===== config.mk =====
export PLATFORM = sky130hd
export DESIGN_NAME = six_bit_stream_value_decoder_core
export DESIGN_NICKNAME = d
export VERILOG_FILES = /design/src/rtl/core/svdec_pkg.sv /design/src/rtl/core/svdec_in_stage.sv /design/src/rtl/core/svdec_decode.sv /design/src/rtl/core/svdec_out_q.sv /design/src/rtl/core/six_bit_stream_value_decoder_core.sv
export SDC_FILE = /design/constraint.sdc
export NUM_CORES = 1
export LEC_CHECK = 0
export BUFFER_PORTS_ARGS = -buffer_cell sky130_fd_sc_hd__buf_2
export CORE_ASPECT_RATIO = 2
export CORE_MARGIN = 1
export CORE_UTILIZATION = 40
export DETAILED_ROUTE_END_ITERATION = 7
export PLACE_DENSITY_LB_ADDON = 0.08
export SYNTH_ARGS = -nofsm -noshare
export SYNTH_HDL_FRONTEND = slang
export SYNTH_HIERARCHICAL = 1
export SYNTH_SLANG_ARGS = --single-unit

===== constraint.sdc =====
create_clock -name clock -period 6.7 [get_ports clock]
set_clock_uncertainty 0.1 [all_clocks]
set_input_delay 0.67 -clock clock [delete_from_list [all_inputs] [get_ports clock]]
set_output_delay 0.67 -clock clock [all_outputs]
set_load 0.02 [all_outputs]

===== src/rtl/core/svdec_pkg.sv =====
// Shared types, codes and a helper function of the six-bit stream value decoder.
`timescale 1ns / 1ps

package svdec_pkg;

   // Default bound on the number of longs in one array
   localparam int unsigned DEF_MAX_ARRAY_LONGS = 65536;

   // Expected value kinds
   localparam logic [1:0] KIND_BYTE  = 2'd0;
   localparam logic [1:0] KIND_SHORT = 2'd1;
   localparam logic [1:0] KIND_LONG  = 2'd2;
   localparam logic [1:0] KIND_ARRAY = 2'd3;

   // Result status codes
   localparam logic [2:0] STATUS_SCALAR    = 3'd0;
   localparam logic [2:0] STATUS_ELEMENT   = 3'd1;
   localparam logic [2:0] STATUS_EMPTY     = 3'd2;
   localparam logic [2:0] STATUS_SYNC_ERR  = 3'd3;
   localparam logic [2:0] STATUS_TOO_LONG  = 3'd4;

   // Register indexes of the control port
   localparam logic [1:0] CSR_FAST_MODE     = 2'd0;
   localparam logic [1:0] CSR_SYNC_CHAR     = 2'd1;
   localparam logic [1:0] CSR_FILTER_ENABLE = 2'd2;

   // Decoder phases
   typedef enum logic [2:0] {
      PH_IDLE,
      PH_SCALAR,
      PH_LEN,
      PH_SYNC,
      PH_ELEM
   } phase_type;

   // One received character and the kind of value it belongs to
   typedef struct packed {
      logic [7:0] rx_char;
      logic [1:0] value_kind;
   } req_type;

   // One decoded result
   typedef struct packed {
      logic [31:0] value;
      logic [2:0]  status;
      logic        last;
   } rsp_type;

   // Control register contents
   typedef struct packed {
      logic       fast_mode;
      logic [6:0] sync_char;
      logic       filter_enable;
   } cfg_type;

   // Number of characters that make up a value of the given kind
   function automatic logic [2:0] digits_needed(input logic [1:0] kind, input logic fast);
      logic [2:0] n;
      begin
         case (kind)
            KIND_BYTE:  n = fast ? 3'd1 : 3'd2;
            KIND_SHORT: n = fast ? 3'd2 : 3'd3;
            default:    n = fast ? 3'd4 : 3'd6;
         endcase
         return n;
      end
   endfunction

endpackage


===== src/rtl/core/svdec_in_stage.sv =====
// Input register stage: captures one request and holds it until the decoder takes it.
`timescale 1ns / 1ps

module svdec_in_stage (
   input  logic              clock,
   input  logic              reset,
   input  logic              req_valid,
   output logic              req_stall,
   input  svdec_pkg::req_type req_data,
   input  logic              advance,
   output logic              item_valid,
   output svdec_pkg::req_type item
);
   import svdec_pkg::*;

   logic    valid_ff;
   logic    valid_in;
   req_type data_ff;
   req_type data_in;

   // Hold the request while the decoder cannot take it
   assign req_stall = valid_ff && !advance;

   // Load a new request whenever the stage is free or being emptied
   always_comb begin
      valid_in = valid_ff;
      data_in  = data_ff;
      if (!req_stall) begin
         valid_in = req_valid;
         data_in  = req_data;
      end
   end

   always_ff @(posedge clock) begin
      if (reset) begin
         valid_ff <= 1'b0;
      end else begin
         valid_ff <= valid_in;
      end
   end

   always_ff @(posedge clock) begin
      data_ff <= data_in;
   end

   assign item_valid = valid_ff;
   assign item       = data_ff;

endmodule


===== src/rtl/core/svdec_decode.sv =====
// Decoder state and the single-pass logic that folds one character into the value.
`timescale 1ns / 1ps

module svdec_decode #(
   parameter int unsigned MAX_ARRAY_LONGS = svdec_pkg::DEF_MAX_ARRAY_LONGS
) (
   input  logic               clock,
   input  logic               reset,
   input  svdec_pkg::cfg_type cfg,
   input  logic               fire,
   input  svdec_pkg::req_type item,
   output logic               res_valid,
   output svdec_pkg::rsp_type res
);
   import svdec_pkg::*;

   localparam int unsigned RW = $clog2(MAX_ARRAY_LONGS + 1);
   localparam logic [29:0] MAX_LONGS = 30'(MAX_ARRAY_LONGS);

   phase_type   phase_ff, phase_in;
   logic [31:0] acc_ff, acc_in;
   logic [2:0]  cnt_ff, cnt_in;
   logic [1:0]  kind_ff, kind_in;
   logic [RW-1:0] rem_ff, rem_in;
   logic [2:0]  idx_ff, idx_in;

   logic [6:0]  c7;
   logic        fast;
   logic        sync_ok;
   logic        dropped;
   logic        start;
   phase_type   eff_phase;
   logic [1:0]  eff_kind;
   logic [31:0] acc_base;
   logic [2:0]  cnt_base;
   logic [5:0]  digit;
   logic [5:0]  sh;
   logic [31:0] acc_new;
   logic [2:0]  cnt_new;
   logic [2:0]  need;
   logic        complete;
   logic        empty;
   logic [31:0] len_sum;
   logic [29:0] nlongs;
   logic        too_long;
   logic [RW-1:0] rem_new;
   logic [2:0]  idx_new;
   logic        done;
   logic [31:0] scalar_val;

   // Keep only printable characters and four control codes
   function automatic logic char_ok(input logic [6:0] k);
      begin
         return (k >= 7'h20 && k <= 7'h7e) || k == 7'h03 || k == 7'h0a ||
                k == 7'h0d || k == 7'h12;
      end
   endfunction

   assign c7       = item.rx_char[6:0];
   assign fast     = cfg.fast_mode;
   assign sync_ok  = (c7 == cfg.sync_char);
   assign dropped  = !fast && cfg.filter_enable && !char_ok(c7);
   assign start    = (phase_ff == PH_IDLE);
   assign eff_phase = start ? ((item.value_kind == KIND_ARRAY) ? PH_LEN : PH_SCALAR)
                            : phase_ff;
   assign eff_kind = start ? item.value_kind : kind_ff;
   assign acc_base = start ? 32'd0 : acc_ff;
   assign cnt_base = start ? 3'd0 : cnt_ff;

   // Shift in one six-bit group at its place, or one raw byte from the bottom
   assign digit   = c7[5:0] - 6'h20;
   assign sh      = 6'({cnt_base, 2'b00}) + 6'({cnt_base, 1'b0});
   assign acc_new = fast ? {acc_base[23:0], item.rx_char}
                         : (acc_base | ({26'd0, digit} << sh));
   assign cnt_new = cnt_base + 3'd1;
   assign need    = digits_needed((eff_phase == PH_SCALAR) ? eff_kind : KIND_LONG, fast);
   assign complete = (cnt_new >= need);

   // Array length checks
   assign empty    = (acc_new == 32'd0) || acc_new[31];
   assign len_sum  = {1'b0, acc_new[30:0]} + 32'd3;
   assign nlongs   = len_sum[31:2];
   assign too_long = (nlongs > MAX_LONGS);

   // Element bookkeeping
   assign rem_new = rem_ff - RW'(1);
   assign idx_new = idx_ff + 3'd1;
   assign done    = (rem_new == '0);

   // Trim scalars to their width
   always_comb begin
      case (eff_kind)
         KIND_BYTE:  scalar_val = {24'd0, acc_new[7:0]};
         KIND_SHORT: scalar_val = {16'd0, acc_new[15:0]};
         default:    scalar_val = acc_new;
      endcase
   end

   // Next phase
   always_comb begin
      phase_in = phase_ff;
      if (fire) begin
         if (phase_ff == PH_SYNC) begin
            phase_in = sync_ok ? PH_ELEM : PH_IDLE;
         end else if (!dropped) begin
            if (!complete) begin
               phase_in = eff_phase;
            end else begin
               case (eff_phase)
                  PH_LEN:  phase_in = (empty || too_long) ? PH_IDLE : PH_SYNC;
                  PH_ELEM: phase_in = done ? PH_IDLE :
                                      ((idx_new == 3'd0) ? PH_SYNC : PH_ELEM);
                  default: phase_in = PH_IDLE;
               endcase
            end
         end
      end
   end

   // Datapath updates and the result
   always_comb begin
      acc_in    = acc_ff;
      cnt_in    = cnt_ff;
      kind_in   = kind_ff;
      rem_in    = rem_ff;
      idx_in    = idx_ff;
      res_valid = 1'b0;
      res       = '{value: 32'd0, status: STATUS_SCALAR, last: 1'b1};
      if (fire) begin
         if (phase_ff == PH_SYNC) begin
            acc_in = 32'd0;
            cnt_in = 3'd0;
            if (!sync_ok) begin
               rem_in    = '0;
               idx_in    = 3'd0;
               res_valid = 1'b1;
               res       = '{value: 32'd0, status: STATUS_SYNC_ERR, last: 1'b1};
            end
         end else if (!dropped) begin
            kind_in = eff_kind;
            if (!complete) begin
               acc_in = acc_new;
               cnt_in = cnt_new;
            end else begin
               acc_in = 32'd0;
               cnt_in = 3'd0;
               case (eff_phase)
                  PH_LEN: begin
                     if (empty) begin
                        res_valid = 1'b1;
                        res = '{value: 32'd0, status: STATUS_EMPTY, last: 1'b1};
                     end else if (too_long) begin
                        res_valid = 1'b1;
                        res = '{value: acc_new, status: STATUS_TOO_LONG, last: 1'b1};
                     end else begin
                        rem_in = nlongs[RW-1:0];
                        idx_in = 3'd0;
                     end
                  end
                  PH_ELEM: begin
                     rem_in    = rem_new;
                     idx_in    = idx_new;
                     res_valid = 1'b1;
                     res = '{value: acc_new, status: STATUS_ELEMENT, last: done};
                  end
                  default: begin
                     res_valid = 1'b1;
                     res = '{value: scalar_val, status: STATUS_SCALAR, last: 1'b1};
                  end
               endcase
            end
         end
      end
   end

   always_ff @(posedge clock) begin
      if (reset) begin
         phase_ff <= PH_IDLE;
         acc_ff   <= 32'd0;
         cnt_ff   <= 3'd0;
         kind_ff  <= 2'd0;
         rem_ff   <= '0;
         idx_ff   <= 3'd0;
      end else begin
         phase_ff <= phase_in;
         acc_ff   <= acc_in;
         cnt_ff   <= cnt_in;
         kind_ff  <= kind_in;
         rem_ff   <= rem_in;
         idx_ff   <= idx_in;
      end
   end

endmodule


===== src/rtl/core/svdec_out_q.sv =====
// Two-entry result register with a skid entry, so the decoder keeps running under a short stall.
`timescale 1ns / 1ps

module svdec_out_q (
   input  logic               clock,
   input  logic               reset,
   input  logic               push,
   input  svdec_pkg::rsp_type push_data,
   output logic               full,
   output logic               rsp_valid,
   input  logic               rsp_stall,
   output svdec_pkg::rsp_type rsp_data
);
   import svdec_pkg::*;

   logic [1:0] count_ff, count_in;
   rsp_type    head_ff, head_in;
   rsp_type    skid_ff, skid_in;
   logic       pop;

   assign pop       = (count_ff != 2'd0) && !rsp_stall;
   assign full      = (count_ff == 2'd2);
   assign rsp_valid = (count_ff != 2'd0);
   assign rsp_data  = head_ff;

   // Advance the head, park a result in the skid entry when the head is held
   always_comb begin
      count_in = count_ff;
      head_in  = head_ff;
      skid_in  = skid_ff;
      case (count_ff)
         2'd0: begin
            if (push) begin
               head_in  = push_data;
               count_in = 2'd1;
            end
         end
         2'd1: begin
            if (push && pop) begin
               head_in = push_data;
            end else if (push) begin
               skid_in  = push_data;
               count_in = 2'd2;
            end else if (pop) begin
               count_in = 2'd0;
            end
         end
         2'd2: begin
            if (pop) begin
               head_in  = skid_ff;
               count_in = 2'd1;
            end
         end
         default: begin
            count_in = 2'd0;
         end
      endcase
   end

   always_ff @(posedge clock) begin
      if (reset) begin
         count_ff <= 2'd0;
      end else begin
         count_ff <= count_in;
      end
   end

   always_ff @(posedge clock) begin
      head_ff <= head_in;
      skid_ff <= skid_in;
   end

endmodule


===== src/rtl/core/six_bit_stream_value_decoder_core.sv =====
// Top level of the six-bit stream value decoder: control registers and datapath wiring.
`timescale 1ns / 1ps

// Decodes a character stream into byte, short, long and array values. One
// request is taken every cycle while the result queue is not full; the
// request that completes a value is held in the input register and its
// result in the result register before it appears on the rsp side. Work
// per character is a single shift-or and counter update, so the rate is
// set only by the result queue: two entries deep, it absorbs the result
// decoded during a result stall, and requests then stall while it drains
// back to one entry. Requests stall whenever both entries are held and the
// input register holds a request. Control registers are written through
// the csr port, which never stalls, and must only be changed while no value is in progress.
module six_bit_stream_value_decoder_core #(
   parameter int unsigned MAX_ARRAY_LONGS = svdec_pkg::DEF_MAX_ARRAY_LONGS
) (
   input  logic               clock,
   input  logic               reset,
   input  logic               req_valid,
   output logic               req_stall,
   input  svdec_pkg::req_type req_data,
   output logic               rsp_valid,
   input  logic               rsp_stall,
   output svdec_pkg::rsp_type rsp_data,
   input  logic               csr_valid,
   output logic               csr_ready,
   input  logic [1:0]         csr_index,
   input  logic [6:0]         csr_data
);
   import svdec_pkg::*;

   cfg_type cfg_ff, cfg_in;
   logic    item_valid;
   req_type item;
   logic    q_full;
   logic    fire;
   logic    res_valid;
   rsp_type res;

   assign csr_ready = 1'b1;

   // Update the addressed control register
   always_comb begin
      cfg_in = cfg_ff;
      if (csr_valid && csr_ready) begin
         case (csr_index)
            CSR_FAST_MODE:     cfg_in.fast_mode     = csr_data[0];
            CSR_SYNC_CHAR:     cfg_in.sync_char     = csr_data;
            CSR_FILTER_ENABLE: cfg_in.filter_enable = csr_data[0];
            default:           cfg_in = cfg_ff;
         endcase
      end
   end

   always_ff @(posedge clock) begin
      if (reset) begin
         cfg_ff <= '0;
      end else begin
         cfg_ff <= cfg_in;
      end
   end

   // Decode the held request whenever the result queue has room
   assign fire = item_valid && !q_full;

   svdec_in_stage u_in (
      .clock      (clock),
      .reset      (reset),
      .req_valid  (req_valid),
      .req_stall  (req_stall),
      .req_data   (req_data),
      .advance    (!q_full),
      .item_valid (item_valid),
      .item       (item)
   );

   svdec_decode #(
      .MAX_ARRAY_LONGS (MAX_ARRAY_LONGS)
   ) u_decode (
      .clock     (clock),
      .reset     (reset),
      .cfg       (cfg_ff),
      .fire      (fire),
      .item      (item),
      .res_valid (res_valid),
      .res       (res)
   );

   svdec_out_q u_out (
      .clock     (clock),
      .reset     (reset),
      .push      (res_valid),
      .push_data (res),
      .full      (q_full),
      .rsp_valid (rsp_valid),
      .rsp_stall (rsp_stall),
      .rsp_data  (rsp_data)
   );

endmodule

==> impl_metrics.yaml <==
global_route:
  grt_max_degree: 86
  grt_use_total_pct: 26.4
  grt_overflow_total: 0
  antenna_found_initial: 0
  first_global_vias: 8339
  grt_pass1_wl_um: 49000
cts:
  cts_resized: 0
  htreeDepth: 4
  ctsHoldBuffers: 0
  cts_setup_buffers: 0
  numCtsBuffers: 17
  cts_tree: "built"
  clkTransAtPathRegs_ns: 0.07
  cts_buffer_depth: 2
  clock_sinks: 154
  cts_root_buf: "clkbuf_16"
  clk_latency_ns: 0.46
power_and_ir_drop:
  finalPower_w: 0.00228
  p_switching_w: 0.000631
  peakVddDrop_mv: 0.161
  p_leak_nw: 4.16
  p_int_w: 0.00165
  p_sw_share_pct: 27.7
  p_per_area_nw_per_um2: 207
  pwr-share-seq_pct: 44.7
  p_comb_share_pct: 11.6
  p_clk_share_pct: 43.8
placed_design:
  gp_congestion: 0.943
  io_buffers: 61
  hpwlAfterDp_um: 24200
hold_path:
  holdPathStages: 1
  hp-class: "input port to flop"
routing:
  drt-wirelength-per-cell_um: 23.2
  vias: 8387
  drc: 0
  drt_pass1_iterations: 5
  viasPerCell: 6.09
  ant_nets: 0
  drt_wl_total_um: 31900
  initialDrtViolationCount: 489
logic_synthesis:
  synth_xor_area_share_pct: 3.23
  synth_cell_type_count: 95
  synth_cells: 1032
  synth_area_um2: 9750
  yosysWarnings: 6
  synth_top_family_by_area: "simple AND/OR/NAND/NOR gates"
  ys_ff_latch: 154
  synthFlopType: "edfxtp_1"
  synth-simple-area-share_pct: 22.5
  ys_seq_area_share_pct: 40.1
  avgSynthCellArea_um2: 9.44
  async_flop_share_pct: 0
  synth_mux_area_share_pct: 11.5
  synthAdderAreaFrac_pct: 1.13
  synth_compound_area_share_pct: 16.9
  syn-num-nets: 1064
  synth_edf_count: 82
critical_path:
  crit_fanout: 36
  max_stage_delay_ns: 0.68
  cp.arrival_ns: 6.40
  cp_cell_sequence: "o31a_2 -> inv_2 -> ha_1 -> inv_1 -> ha_1 -> or2_1 -> mux2i_2 -> nor2_1 -> a31o_1 -> or4_1 -> nor4_1 -> a22o_1 -> a21oi_1 -> or4_1 -> o31ai_1 -> a21oi_1 -> and2b_1 -> a22o_1 -> buf_4"
  cp-start-kind: "flop"
  critPathKind: "flop to flop"
  cp_slowest_cell: "dfxtp_1"
  rr_worst_depth: 19
  required_ns: 6.76
  end_kind: "flop"
timing:
  finalHoldViolations: 0
  setup_violations: 0
  fmax_mhz: 158
  post-route-period-util_pct: 94.7
  grt_setup_unrepaired: "false"
  worst_pin_slew_ns: 1.38
  tns_ns: 0
  report.final.slew_viol_count: 0
  relSlewSlack_pct: 7.47
  finalWorstPathRequiredPeriod_ns: 6.34
job:
  maxCapViolCount: 0
final_layout:
  mostFrequentLayoutCells: "115 x nor2_1, 82 x edfxtp_1, 70 x dfxtp_1"
  n_antenna_cell: 0
  fin_nets: 1110
  syn_to_final_growth_pct: 12.7
  final_layout_size_suffix_gt1_share_pct: 19.4
  multi_input_area_um2: 5410
  final_common_cell: "nor2_1"
  fillers: 2348
  seqCellArea_um2: 3910
floorplan:
  die_w_um: 112
  die_h_um: 223
  die_area_um2: 25000
  io_pins: 63
  start_util_pct: 40.7
  rows: 80
  core_um2: 23900
status:
  outcome: "completed"
==> worst paths after layout <==
check | startpoint | end | slack (ns)
min | req_data[5] | u_in/item[5]$_DFFE_PN_ | 0.29
min reg2reg | cfg_ff[3]$_SDFFE_PP0P_ | cfg_ff[3]$_SDFFE_PP0P_ | 0.39
max | u_decode/phase_ff[1]$_SDFFE_PP0P_ | u_out/rsp_data[29]$_DFFE_PP_ | 0.36
max reg2reg | u_decode/phase_ff[1]$_SDFFE_PP0P_ | u_out/rsp_data[29]$_DFFE_PP_ | 0.36
==> power by group through the flow <==
stage               Clock (W)  Combinational (W)  Sequential (W)
floorplan                   0           0.000175         0.00103
global placement            0           0.000262         0.00104
detailed placement          0           0.000259         0.00104
CTS                   0.00103           0.000260         0.00102
global route          0.00106           0.000281         0.00102
finish               0.000997           0.000264         0.00102
==> Yosys cell counts (7+ instances only) <==
cell type / n / area [um2]
ha_1: 8 / 100
mux2_4: 21 / 315
nand2_1: 67 / 251
a21oi_1: 52 / 260
mux2_2: 22 / 248
o22ai_1: 10 / 62.6
xor2_1: 19 / 166
o21ai_0: 34 / 170
edfxtp_1: 82 / 2460
a21o_1: 11 / 82.6
nand3b_1: 8 / 60.1
or3_1: 11 / 68.8
o211ai_1: 14 / 105
inv_1: 22 / 82.6
dfxtp_1: 72 / 1440
and3_1: 7 / 43.8
nor2_1: 116 / 435
a31oi_1: 10 / 62.6
a22oi_1: 22 / 165
and2_1: 10 / 62.6
nor3_1: 18 / 90.1
xnor2_1: 17 / 149
nand2b_1: 43 / 269
nor2b_1: 13 / 81.3
nand3_1: 18 / 90.1
buf_2: 15 / 75.1
or4_1: 9 / 67.6
nor4_1: 40 / 250
mux2i_1: 53 / 531
clkbuf_1: 47 / 176
nand4_1: 10 / 62.6
==> metal layers <==
layer	global-route usage [%]	vias to the layer above	share of wire, %
met5	0	-	0
met4	21.0	0	8.2
met3	4.15	102	3.5
met2	48.2	282	53
met1	26.2	4065	35
li1	-	3938	-
==> state kept, by name, indices dropped and copies added (netlist names) <==
| register | count |
|---|---|
| u_decode/acc_ff | 32 |
| cfg_ff | 9 |
| u_decode/kind_ff | 2 |
| u_out/skid_ff | 36 |
| u_decode/rem_ff | 17 |
| u_decode/idx_ff | 3 |
| u_decode/phase_ff | 3 |
| u_decode/cnt_ff | 3 |
| u_in/item_valid | 1 |
| u_in/item | 10 |
| u_out/count_ff | 2 |
| u_out/rsp_data | 36 |
==> critical path, delay by kind of cell (launching register included) <==
family / cells / cell delay, ns
buffers and inverters: 3 / 0.36
flip-flops: 1 / 0.68
adder cells (fa/ha/maj): 2 / 0.47
AND/OR/NAND/NOR: 6 / 2.16
AO/OA/AOI/OAI: 7 / 1.57
multiplexers: 1 / 0.63
==> cells by family after synthesis <==
logic type                 after synthesis
and+or+nand+nor                        407
AOI/OAI and AO/OA                      229
DFF                                    154
muxes                                   98
buffers and inverters                   98
xor gates and xnor gates                36
adders and majority gates                9
other                                    1
==> through the flow <==
stage          hold slack, ns  area (um2)  util (%)  cells  worst slack [ns]
2_1_floorplan           0.345        9750         -   1032             0.352
3_3_place_gp            0.367       10400      43.4   1346             0.431
3_5_place_dp            0.379       10400      43.4   1346             0.365
4_1_cts                 0.258       11000      45.9   1378             0.321
5_1_grt                 0.271       11000      45.9   1378            0.0323
6_report                0.287       11000      45.9   1378             0.358
==> final cells by class <==
cell class / instances / share of cell area, %
Clock buffer: 18 / 3.91
Multi-Input combinational cell: 780 / 49.2
Tap cell: 287 / 3.27
Sequential cell: 154 / 35.6
Timing Repair Buffer: 102 / 5.69
Clock inverter: 14 / 1.55
Inverter: 23 / 0.786
Power figures use the tool's default switching activity.
